<file path="config.mk">
export PLATFORM = sky130hd
export DESIGN_NAME = utf8_class_token_estimator
export DESIGN_NICKNAME = d
export VERILOG_FILES = /design/src/rtl/ucte_pkg.sv /design/src/rtl/ucte_front.sv /design/src/rtl/ucte_queue.sv /design/src/rtl/ucte_back.sv /design/src/rtl/utf8_class_token_estimator.sv
export SDC_FILE = /design/constraint.sdc
export NUM_CORES = 2
export LEC_CHECK = 0
export BUFFER_PORTS_ARGS = -buffer_cell sky130_fd_sc_hd__buf_2
export CAP_MARGIN = 15
export CORE_ASPECT_RATIO = 0.6
export CORE_MARGIN = 5
export CORE_UTILIZATION = 41
export CTS_BUF_LIST = sky130_fd_sc_hd__clkbuf_4 sky130_fd_sc_hd__clkbuf_8
export CTS_CLUSTER_DIAMETER = 200
export CTS_CLUSTER_SIZE = 10
export DETAILED_ROUTE_END_ITERATION = 7
export GPL_ROUTABILITY_DRIVEN = 0
export PLACE_DENSITY = 0.64
export SLEW_MARGIN = 25
export SYNTH_ARGS = -nofsm -noshare
export SYNTH_HDL_FRONTEND = slang
export SYNTH_SLANG_ARGS = --single-unit
</file>
<file path="constraint.sdc">
create_clock -name clk -period 28.6 [get_ports clk]
set_input_delay 5.72 -clock clk [delete_from_list [all_inputs] [get_ports clk]]
set_output_delay 5.72 -clock clk [all_outputs]
set_load 0.02 [all_outputs]
</file>
<file path="src/rtl/ucte_pkg.sv">
package ucte_pkg;

  // class codes
  localparam logic [2:0] CL_ALPHA = 3'd0;
  localparam logic [2:0] CL_DIGIT = 3'd1;
  localparam logic [2:0] CL_SPACE = 3'd2;
  localparam logic [2:0] CL_NL    = 3'd3;
  localparam logic [2:0] CL_PUNCT = 3'd4;
  localparam logic [2:0] CL_CJK   = 3'd5;
  localparam logic [2:0] CL_EMOJI = 3'd6;
  localparam logic [2:0] CL_OTHER = 3'd7;

  localparam int NUM_CLASSES = 8;
  localparam int CNT_W       = 21;
  localparam int CNT_MAX     = 2097151;
  localparam int MAX_MESSAGE_BYTES_DEF = 1048576;

  // configuration register indexes
  localparam int CFG_IDX_W = 2;
  localparam int CFG_DATA_W = 24;
  localparam logic [CFG_IDX_W-1:0] CFG_MODE  = 2'd0;
  localparam logic [CFG_IDX_W-1:0] CFG_LIMIT = 2'd1;
  localparam logic [CFG_IDX_W-1:0] CFG_PCT   = 2'd2;

  localparam int QDEPTH = 4;

  // reciprocals, floor(2^32 / rate)
  localparam logic [31:0] RECIP_35  = 32'((64'd1 << 32) / 35);
  localparam logic [31:0] RECIP_28  = 32'((64'd1 << 32) / 28);
  localparam logic [31:0] RECIP_50  = 32'((64'd1 << 32) / 50);
  localparam logic [31:0] RECIP_20  = 32'((64'd1 << 32) / 20);
  localparam logic [31:0] RECIP_25  = 32'((64'd1 << 32) / 25);
  localparam logic [31:0] RECIP_13  = 32'((64'd1 << 32) / 13);
  localparam logic [31:0] RECIP_10  = 32'((64'd1 << 32) / 10);
  localparam logic [31:0] RECIP_4   = 32'((64'd1 << 32) / 4);
  localparam logic [31:0] RECIP_12  = 32'((64'd1 << 32) / 12);
  localparam logic [31:0] RECIP_100 = 32'((64'd1 << 32) / 100);

  typedef struct packed {
    logic [7:0] text_byte;
    logic       byte_valid;
    logic       end_of_message;
    logic       end_of_conversation;
  } in_t;

  typedef struct packed {
    logic [20:0] message_tokens;
    logic [31:0] running_total;
    logic        compact_needed;
    logic        conversation_done;
  } out_t;

  // one decoded request handed from front to back
  typedef struct packed {
    logic [2:0] oth_add;
    logic       cls_en;
    logic [2:0] cls;
    logic       eom;
    logic       eoc;
  } ev_t;

  // rate per step: classes 0..7, then the threshold step
  function automatic logic [6:0] rate_of(input logic [3:0] idx, input logic mode);
    logic [6:0] r;
    unique case (idx)
      4'd0: r = 7'd35;
      4'd1: r = 7'd28;
      4'd2: r = 7'd50;
      4'd3: r = 7'd20;
      4'd4: r = 7'd25;
      4'd5: r = mode ? 7'd20 : 7'd13;
      4'd6: r = mode ? 7'd10 : 7'd4;
      4'd7: r = 7'd12;
      default: r = 7'd100;
    endcase
    return r;
  endfunction

  function automatic logic [31:0] recip_of(input logic [3:0] idx, input logic mode);
    logic [31:0] r;
    unique case (idx)
      4'd0: r = RECIP_35;
      4'd1: r = RECIP_28;
      4'd2: r = RECIP_50;
      4'd3: r = RECIP_20;
      4'd4: r = RECIP_25;
      4'd5: r = mode ? RECIP_20 : RECIP_13;
      4'd6: r = mode ? RECIP_10 : RECIP_4;
      4'd7: r = RECIP_12;
      default: r = RECIP_100;
    endcase
    return r;
  endfunction

endpackage

</file>
<file path="src/rtl/ucte_front.sv">
module ucte_front (
  input  logic           clk,
  input  logic           rst_n,
  input  logic           in_valid,
  output logic           in_ready,
  input  ucte_pkg::in_t  in_data,
  output logic           ev_push,
  input  logic           ev_ready,
  output ucte_pkg::ev_t  ev_data
);
  import ucte_pkg::*;

  logic [1:0]  pc_r, pc_nxt;
  logic [2:0]  el_r, el_nxt;
  logic [7:0]  p0_r, p0_nxt, p1_r, p1_nxt, p2_r, p2_nxt;
  logic [2:0]  oth;
  logic        cls_en;
  logic [2:0]  cls;
  logic        handled;
  logic [20:0] cp;
  logic [7:0]  b;
  logic        fire;

  function automatic logic [2:0] classify(input logic [20:0] c);
    logic [2:0] k;
    if (c < 21'h80) begin
      if ((c >= 21'h61 && c <= 21'h7A) || (c >= 21'h41 && c <= 21'h5A)) k = CL_ALPHA;
      else if (c >= 21'h30 && c <= 21'h39) k = CL_DIGIT;
      else if (c == 21'h20 || c == 21'h09) k = CL_SPACE;
      else if (c == 21'h0A || c == 21'h0D) k = CL_NL;
      else k = CL_PUNCT;
    end else if (c >= 21'h1F000) begin
      k = CL_EMOJI;
    end else if ((c >= 21'h4E00 && c <= 21'h9FFF) || (c >= 21'h3400 && c <= 21'h4DBF)
              || (c >= 21'hF900 && c <= 21'hFAFF) || (c >= 21'h20000 && c <= 21'h2A6DF)
              || (c >= 21'h2A700 && c <= 21'h2CEAF) || (c >= 21'hFF01 && c <= 21'hFF60)
              || (c >= 21'h3000 && c <= 21'h303F)) begin
      k = CL_CJK;
    end else begin
      k = CL_OTHER;
    end
    return k;
  endfunction

  assign b        = in_data.text_byte;
  assign in_ready = ev_ready;
  assign fire     = in_valid && in_ready;

  always_comb begin
    pc_nxt  = pc_r;
    el_nxt  = el_r;
    p0_nxt  = p0_r;
    p1_nxt  = p1_r;
    p2_nxt  = p2_r;
    oth     = 3'd0;
    cls_en  = 1'b0;
    cls     = CL_OTHER;
    handled = 1'b0;
    cp      = 21'd0;
    if (in_data.byte_valid) begin
      if (pc_r != 2'd0) begin
        if (b[7:6] == 2'b10) begin
          handled = 1'b1;
          if ({1'b0, pc_r} + 3'd1 >= el_r) begin
            unique case (el_r)
              3'd2: cp = {10'd0, p0_r[4:0], b[5:0]};
              3'd3: cp = {5'd0, p0_r[3:0], p1_r[5:0], b[5:0]};
              default: cp = {p0_r[2:0], p1_r[5:0], p2_r[5:0], b[5:0]};
            endcase
            cls_en = 1'b1;
            cls    = classify(cp);
            pc_nxt = 2'd0;
            el_nxt = 3'd0;
          end else begin
            if (pc_r == 2'd1) p1_nxt = b;
            else p2_nxt = b;
            pc_nxt = pc_r + 2'd1;
          end
        end else begin
          // broken sequence: held bytes go to other
          oth    = {1'b0, pc_r};
          pc_nxt = 2'd0;
          el_nxt = 3'd0;
        end
      end
      if (!handled) begin
        if (!b[7]) begin
          cls_en = 1'b1;
          cls    = classify({13'd0, b});
        end else if (b[7:5] == 3'b110) begin
          el_nxt = 3'd2; p0_nxt = b; pc_nxt = 2'd1;
        end else if (b[7:4] == 4'b1110) begin
          el_nxt = 3'd3; p0_nxt = b; pc_nxt = 2'd1;
        end else if (b[7:3] == 5'b11110) begin
          el_nxt = 3'd4; p0_nxt = b; pc_nxt = 2'd1;
        end else begin
          oth = oth + 3'd1;
        end
      end
    end
    if (in_data.end_of_message) begin
      // unfinished sequence at message end
      oth    = oth + {1'b0, pc_nxt};
      pc_nxt = 2'd0;
      el_nxt = 3'd0;
    end
  end

  assign ev_data.oth_add = oth;
  assign ev_data.cls_en  = cls_en;
  assign ev_data.cls     = cls;
  assign ev_data.eom     = in_data.end_of_message;
  assign ev_data.eoc     = in_data.end_of_conversation;
  assign ev_push = fire && (oth != 3'd0 || cls_en || in_data.end_of_message);

  always_ff @(posedge clk) begin
    if (!rst_n) begin
      pc_r <= 2'd0;
      el_r <= 3'd0;
      p0_r <= 8'd0;
      p1_r <= 8'd0;
      p2_r <= 8'd0;
    end else if (fire) begin
      pc_r <= pc_nxt;
      el_r <= el_nxt;
      p0_r <= p0_nxt;
      p1_r <= p1_nxt;
      p2_r <= p2_nxt;
    end
  end

endmodule

</file>
<file path="src/rtl/ucte_queue.sv">
module ucte_queue (
  input  logic          clk,
  input  logic          rst_n,
  input  logic          push,
  output logic          push_ready,
  input  ucte_pkg::ev_t push_data,
  output logic          pop_valid,
  input  logic          pop,
  output ucte_pkg::ev_t pop_data
);
  import ucte_pkg::*;

  localparam int PTR_W = $clog2(QDEPTH);

  ev_t                 mem_r [QDEPTH];
  logic [PTR_W-1:0]    wp_r, rp_r;
  logic [PTR_W:0]      cnt_r;
  logic                do_push, do_pop;

  assign push_ready = cnt_r != (PTR_W+1)'(QDEPTH);
  assign pop_valid  = cnt_r != '0;
  assign pop_data   = mem_r[rp_r];
  assign do_push    = push && push_ready;
  assign do_pop     = pop && pop_valid;

  always_ff @(posedge clk) begin
    if (do_push) mem_r[wp_r] <= push_data;
  end

  always_ff @(posedge clk) begin
    if (!rst_n) begin
      wp_r  <= '0;
      rp_r  <= '0;
      cnt_r <= '0;
    end else begin
      if (do_push) wp_r <= wp_r + 1'b1;
      if (do_pop) rp_r <= rp_r + 1'b1;
      if (do_push && !do_pop) cnt_r <= cnt_r + 1'b1;
      else if (do_pop && !do_push) cnt_r <= cnt_r - 1'b1;
    end
  end

endmodule

</file>
<file path="src/rtl/ucte_back.sv">
module ucte_back #(
  parameter int MAX_MESSAGE_BYTES = ucte_pkg::MAX_MESSAGE_BYTES_DEF
) (
  input  logic           clk,
  input  logic           rst_n,
  input  logic           ev_valid,
  output logic           ev_pop,
  input  ucte_pkg::ev_t  ev_data,
  input  logic           mode,
  input  logic [23:0]    limit,
  input  logic [6:0]     pct,
  output logic           out_valid,
  input  logic           out_ready,
  output ucte_pkg::out_t out_data
);
  import ucte_pkg::*;

  localparam int CAP_I = (MAX_MESSAGE_BYTES < CNT_MAX) ? MAX_MESSAGE_BYTES : CNT_MAX;
  localparam logic [CNT_W-1:0] CAP = CNT_W'(CAP_I);

  localparam logic [3:0] IDX_THR = 4'd8;
  localparam logic [3:0] IDX_FIN = 4'd9;
  localparam logic [1:0] PH_LOAD = 2'd0;
  localparam logic [1:0] PH_MUL  = 2'd1;
  localparam logic [1:0] PH_QUO  = 2'd2;
  localparam logic [1:0] PH_FIX  = 2'd3;

  logic [CNT_W-1:0] cnt_r [NUM_CLASSES];
  logic             busy_r;
  logic [3:0]       idx_r;
  logic [1:0]       ph_r;
  logic [31:0]      n_r;
  logic [63:0]      p_r;
  logic [31:0]      q_r;
  logic [24:0]      sum_r;
  logic [23:0]      thr_r;
  logic             eoc_r;
  logic [31:0]      total_r;
  logic             out_valid_r;
  out_t             out_r;

  logic [6:0]       rate;
  logic [6:0]       pct_c;
  logic [32:0]      rem;
  logic [31:0]      quo;
  logic [25:0]      tok_w;
  logic [20:0]      tok;
  logic [32:0]      tot_w;
  logic [31:0]      tot;
  logic             fin_fire;

  assign ev_pop    = ev_valid && !busy_r;
  assign rate      = rate_of(idx_r, mode);
  assign pct_c     = (pct == 7'd0) ? 7'd1 : ((pct > 7'd100) ? 7'd100 : pct);
  assign rem       = {1'b0, n_r} - 33'(q_r * {25'd0, rate});
  assign quo       = (rem >= {26'd0, rate}) ? q_r + 32'd1 : q_r;
  assign tok_w     = {1'b0, sum_r} + 26'd4;
  assign tok       = (tok_w > 26'(CNT_MAX)) ? 21'(CNT_MAX) : tok_w[20:0];
  assign tot_w     = {1'b0, total_r} + {12'd0, tok};
  assign tot       = tot_w[32] ? 32'hFFFF_FFFF : tot_w[31:0];
  assign fin_fire  = busy_r && idx_r == IDX_FIN && (!out_valid_r || out_ready);
  assign out_valid = out_valid_r;
  assign out_data  = out_r;

  // counters: one request may add to other and to one class
  always_ff @(posedge clk) begin
    if (!rst_n) begin
      for (int i = 0; i < NUM_CLASSES; i++) cnt_r[i] <= '0;
    end else if (fin_fire) begin
      for (int i = 0; i < NUM_CLASSES; i++) cnt_r[i] <= '0;
    end else if (ev_pop) begin
      for (int i = 0; i < NUM_CLASSES; i++) begin
        logic [2:0]  add;
        logic [CNT_W:0] v;
        add = ((3'(i) == CL_OTHER) ? ev_data.oth_add : 3'd0)
            + {2'd0, (ev_data.cls_en && ev_data.cls == 3'(i))};
        v = {1'b0, cnt_r[i]} + {{(CNT_W-2){1'b0}}, add};
        cnt_r[i] <= (v > {1'b0, CAP}) ? CAP : v[CNT_W-1:0];
      end
    end
  end

  // estimate sequencer: eight class quotients then the threshold
  always_ff @(posedge clk) begin
    if (!rst_n) begin
      busy_r      <= 1'b0;
      idx_r       <= 4'd0;
      ph_r        <= PH_LOAD;
      total_r     <= 32'd3;
      out_valid_r <= 1'b0;
    end else begin
      if (out_valid_r && out_ready) out_valid_r <= 1'b0;
      if (!busy_r) begin
        if (ev_pop && ev_data.eom) begin
          busy_r <= 1'b1;
          idx_r  <= 4'd0;
          ph_r   <= PH_LOAD;
          sum_r  <= '0;
          eoc_r  <= ev_data.eoc;
        end
      end else if (idx_r == IDX_FIN) begin
        if (fin_fire) begin
          out_r.message_tokens    <= tok;
          out_r.running_total     <= tot;
          out_r.compact_needed    <= tot >= {8'd0, thr_r};
          out_r.conversation_done <= eoc_r;
          out_valid_r             <= 1'b1;
          total_r                 <= eoc_r ? 32'd3 : tot;
          busy_r                  <= 1'b0;
        end
      end else begin
        unique case (ph_r)
          PH_LOAD: begin
            if (idx_r == IDX_THR) n_r <= {8'd0, limit} * {25'd0, pct_c};
            else n_r <= ({11'd0, cnt_r[idx_r[2:0]]} * 32'd10) + {26'd0, rate[6:1]};
            ph_r <= PH_MUL;
          end
          PH_MUL: begin
            p_r  <= n_r * recip_of(idx_r, mode);
            ph_r <= PH_QUO;
          end
          PH_QUO: begin
            q_r  <= p_r[63:32];
            ph_r <= PH_FIX;
          end
          PH_FIX: begin
            if (idx_r == IDX_THR) thr_r <= quo[23:0];
            else sum_r <= sum_r + quo[24:0];
            idx_r <= idx_r + 4'd1;
            ph_r  <= PH_LOAD;
          end
          default: ph_r <= PH_LOAD;
        endcase
      end
    end
  end

  a_no_pop_busy: assert property (@(posedge clk) disable iff (!rst_n)
    busy_r |-> !ev_pop) else $error("request taken during estimate");
  a_fin_out: assert property (@(posedge clk) disable iff (!rst_n)
    fin_fire |=> out_valid_r && !busy_r && cnt_r[CL_OTHER] == '0)
    else $error("finish did not present result");
  a_idx_range: assert property (@(posedge clk) disable iff (!rst_n)
    busy_r |-> idx_r <= IDX_FIN) else $error("sequencer index out of range");

endmodule

</file>
<file path="src/rtl/utf8_class_token_estimator.sv">
// channel   dir   handshake               payload
// in_       in    in_valid / in_ready     in_data   (text byte and message marks)
// out_      out   out_valid / out_ready   out_data  (per-message estimate)
// cfg_      in    cfg_we                  cfg_index, cfg_wdata
//
// one byte per cycle enters while the queue has room; requests queue for counting
// an end-of-message request holds the counting side busy for eight class
// quotients and the threshold, each in load, multiply, quotient and fix
// steps through one reciprocal multiplier, then a finishing step that waits
// for the output register; the queue keeps taking bytes meanwhile until it fills
// synchronous active-low reset; total restarts at 3, counters at zero
module utf8_class_token_estimator #(
  parameter int MAX_MESSAGE_BYTES = ucte_pkg::MAX_MESSAGE_BYTES_DEF
) (
  input  logic                            clk,
  input  logic                            rst_n,
  input  logic                            in_valid,
  output logic                            in_ready,
  input  ucte_pkg::in_t                   in_data,
  output logic                            out_valid,
  input  logic                            out_ready,
  output ucte_pkg::out_t                  out_data,
  input  logic                            cfg_we,
  input  logic [ucte_pkg::CFG_IDX_W-1:0]  cfg_index,
  input  logic [ucte_pkg::CFG_DATA_W-1:0] cfg_wdata
);
  import ucte_pkg::*;

  // configuration registers
  logic        mode_r;
  logic [23:0] limit_r;
  logic [6:0]  pct_r;

  // front to queue
  logic ev_push, ev_ready;
  ev_t  ev_in;
  // queue to back
  logic ev_valid, ev_pop;
  ev_t  ev_out;

  always_ff @(posedge clk) begin
    if (!rst_n) begin
      mode_r  <= 1'b0;
      limit_r <= 24'd128000;
      pct_r   <= 7'd80;
    end else if (cfg_we) begin
      unique case (cfg_index)
        CFG_MODE:  mode_r  <= cfg_wdata[0];
        CFG_LIMIT: limit_r <= cfg_wdata;
        CFG_PCT:   pct_r   <= cfg_wdata[6:0];
        default: ;  // unmapped index, ignored
      endcase
    end
  end

  // utf-8 decode and classify
  ucte_front u_front (
    .clk      (clk),
    .rst_n    (rst_n),
    .in_valid (in_valid),
    .in_ready (in_ready),
    .in_data  (in_data),
    .ev_push  (ev_push),
    .ev_ready (ev_ready),
    .ev_data  (ev_in)
  );

  // short request queue decoupling decode from counting
  ucte_queue u_queue (
    .clk        (clk),
    .rst_n      (rst_n),
    .push       (ev_push),
    .push_ready (ev_ready),
    .push_data  (ev_in),
    .pop_valid  (ev_valid),
    .pop        (ev_pop),
    .pop_data   (ev_out)
  );

  // class counters and end-of-message estimate
  ucte_back #(
    .MAX_MESSAGE_BYTES (MAX_MESSAGE_BYTES)
  ) u_back (
    .clk       (clk),
    .rst_n     (rst_n),
    .ev_valid  (ev_valid),
    .ev_pop    (ev_pop),
    .ev_data   (ev_out),
    .mode      (mode_r),
    .limit     (limit_r),
    .pct       (pct_r),
    .out_valid (out_valid),
    .out_ready (out_ready),
    .out_data  (out_data)
  );

endmodule
</file>
==> flow_metrics.py <==
metrics = {
    "sta": {
        "rsz0062_at_grt": "false",
        "setup_viol": 0,
        "clock_skew_ps": 76.4,
        "worst_pin_slew_ps": 1130,
        "whs_ps": 414,
        "setup_tns_ps": 0,
        "fin_crit_ps": 12520,
        "timing.fmax_mhz": 79.9,
        "relSlewSlack_pct": 24.4,
        "finalHoldViolCount": 0,
        "setup_ws_ps": 16080,
        "drv_slew": 0,
        "fin_crit_sh_pct": 43.8,
    },
    "global_routing": {
        "grt_antenna_before_repair": 14,
        "grt-ovfl-total": 0,
        "busiest_layer": "met1",
        "grt_pass1_wl_um": 341000,
        "met2_usage_pct": 31.2,
        "use_met1_pct": 36.1,
        "gr-usage-met3_pct": 10.2,
        "grt_max_degree": 67,
        "grt_usage_pct": 23.8,
        "grt_pass1_vias": 56500,
    },
    "yosys": {
        "synth_compound_area_share_pct": 7.42,
        "yosysUniqueCellTypes": 94,
        "synth_top_family_by_area": "adder cells",
        "synthAdderAreaFrac_pct": 39.6,
        "synth-xor-area-share_pct": 4.06,
        "synth_warnings": 0,
        "synth_edf_count": 383,
        "synthesis.nets": 9579,
        "synthSimpleGateAreaFrac_pct": 17.6,
        "syn-cell-area_mm2": 0.0722,
        "async_flop_share_pct": 0,
        "ys_ff_latch": 510,
        "synthMuxAreaShare_pct": 2.66,
        "syn_inst": 7907,
        "ys.flop_type": "edfxtp_1",
        "avgSynthCellArea_um2": 9.13,
        "ys_seq_area_share_pct": 19.4,
    },
    "worst_setup_path": {
        "path_max_fanout": 42,
        "cpPeakStageDelay_ps": 1000,
        "crit_type": "reg2reg",
        "cp_slowest_cell": "dfxtp_2",
        "startpoint_type": "register",
        "cp_common_cell": "ha_1",
        "crit_required_ps": 29130,
        "crit_path_end_kind": "register",
        "cp.arrival_ps": 13050,
    },
    "place": {
        "pre_cts_slack_ps": 16380,
        "io_buffers": 98,
        "hpwl_um": 173000,
    },
    "clock_tree": {
        "cts_hold_buf": 0,
        "insertion_delay_ps": 780,
        "cts_root_buf": "clkbuf_8",
        "htreeDepth": 2,
        "clk_path_buf_depth": 3,
        "cts_tree": "yes",
        "cts.repair.resized": 0,
        "cts_setup_buffers": 0,
        "cts_inserted_buffers": 56,
        "clk_pin_slew_ps": 110,
        "cts_sinks": 510,
    },
    "floorplan": {
        "die_height_um": 335,
        "core_area_mm2": 0.175,
        "io_pins": 99,
        "die_area_mm2": 0.185,
        "start_util_pct": 41.2,
        "rows": 119,
        "die_x_um": 552,
    },
    "finish": {
        "layout.nets": 9433,
        "area_growth_pct": 5.47,
        "layout_common_cells": "1357 x inv_1, 1173 x nand2_1, 1091 x fa_1",
        "drive_gt1_share_pct": 5.80,
        "layout_commonest_cell": "inv_1",
    },
    "job": {
        "drv_cap": 0,
    },
    "route": {
        "drt_iter0_markers": 5572,
        "ant_nets": 0,
        "wirelength_um": 219000,
        "post_drt_wl_per_cell_um": 21.5,
        "dr.pass1.iters": 6,
        "vias_per_cell": 5.51,
        "drc": 0,
        "vias": 56000,
    },
    "run_status": {
        "status": "completed",
    },
    "hold_path": {
        "hold_path_class": "reg2reg",
    },
}
-- final timing paths --
check | from | endpoint | slack, ps | cells after the start
worst max-delay path | u_back.idx_r[3]$_SDFFE_PN0P_ | u_back.sum_r[24]$_SDFFCE_PN0P_ | 16080 | 42
worst min-delay path | u_back.p_r[58]$_DFFE_PP_ | u_back.q_r[26]$_DFFE_PP_ | 410 | 0
worst max register to register | u_back.idx_r[3]$_SDFFE_PN0P_ | u_back.sum_r[24]$_SDFFCE_PN0P_ | 16080 | 42
worst min register to register | u_back.p_r[58]$_DFFE_PP_ | u_back.q_r[26]$_DFFE_PP_ | 410 | 0
-- per-stage QoR --
stage          cell area [um2]  utilization, %  std cells
6_report                 76200            43.5      10200
3_5_place_dp             75000            42.8      10100
2_1_floorplan            72200               -       7907
5_1_grt                  76200            43.5      10200
3_3_place_gp             75000            42.8      10100
4_1_cts                  76100            43.4      10200
-- worst max-delay path: cells and delay by family (launching register included) --
family          cells  cell delay (ps)
compound gates     15             3970
simple gates       12             2930
fa+ha+maj           7             2600
buf+inv             6             1410
flops               1             1000
xor+xnor            1              200
mux                 1              150
-- cell type report --
type | instances | area [um2]
antenna | 4 | 10.0
inverter | 1361 | 5110
multi-input combinational | 5633 | 51700
fill | 16800 | 99100
clock buffer | 102 | 1120
timing repair buffer | 199 | 1250
clock inverter | 2 | 16.3
tap | 2359 | 2950
sequential | 510 | 14000
-- state kept, by name, summed over array words and instances, names as in the netlist, 4 cells and up, named ones only --
signal / cells
u_back.n_r: 31
u_back.cnt_r: 168
u_back.p_r: 32
u_back.q_r: 32
u_front.p0_r: 5
u_back.thr_r: 24
u_queue.mem_r: 36
u_back.idx_r: 4
u_front.p2_r: 6
u_back.out_data: 55
u_front.p1_r: 6
pct_r: 7
limit_r: 24
u_back.total_r: 32
u_back.sum_r: 25
-- routing by layer --
layer	wire length [um]	part of all wire, %	vias up
li1	-	-	24800
met1	100000	46	28100
met2	81600	37	2822
met3	31800	15	309
met4	5050	2.3	12
met5	90	0.041	-
-- synthesized netlist by cell type, types with 10 or more instances --
library cell,instances,share of area (%)
inv_1,1358,7.1
nand2_1,1175,6.1
fa_1,1091,30
ha_1,539,9.3
nor2_1,489,2.5
edfxtp_1,383,16
clkbuf_1,347,1.8
and2_1,343,3.0
a21oi_1,223,1.5
xnor2_1,167,2.0
xor2_1,165,2.0
nand3_1,157,1.1
o21ai_0,157,1.1
dfxtp_1,127,3.5
nor3_1,120,0.83
nor2b_1,101,0.88
a21o_1,91,0.95
and3_1,71,0.62
nand2b_1,62,0.54
nand4_1,58,0.50
mux4_2,51,1.6
a31oi_1,47,0.41
mux2i_1,45,0.62
buf_1,39,0.20
a21boi_0,29,0.30
o21a_1,29,0.30
a211oi_1,28,0.29
nor4_1,28,0.24
a22o_1,27,0.33
mux2_2,27,0.42
or3_1,25,0.22
a311oi_1,23,0.28
o21bai_1,21,0.22
and4_1,16,0.19
nor3b_1,16,0.17
o31ai_1,14,0.15
or2_2,14,0.12
a41oi_1,13,0.16
nand3b_1,13,0.14
or4_1,12,0.12
o22ai_1,11,0.095
a2111oi_0,10,0.12
buf_2,10,0.069
-- cells by family (layout without fill, tap and decap cells) --
family          count (synthesis)  in the layout
mux                           124            124
other cells                     0              4
fa+ha+maj                    1630           1630
buf+inv                      1764           1664
flops                         510            510
simple gates                 2728           2728
compound gates                818            818
xor+xnor                      333            333
Power is left out: the tool's default activity adds up to more than one toggle a clock period on the data nets, which glitch-free logic cannot reach.
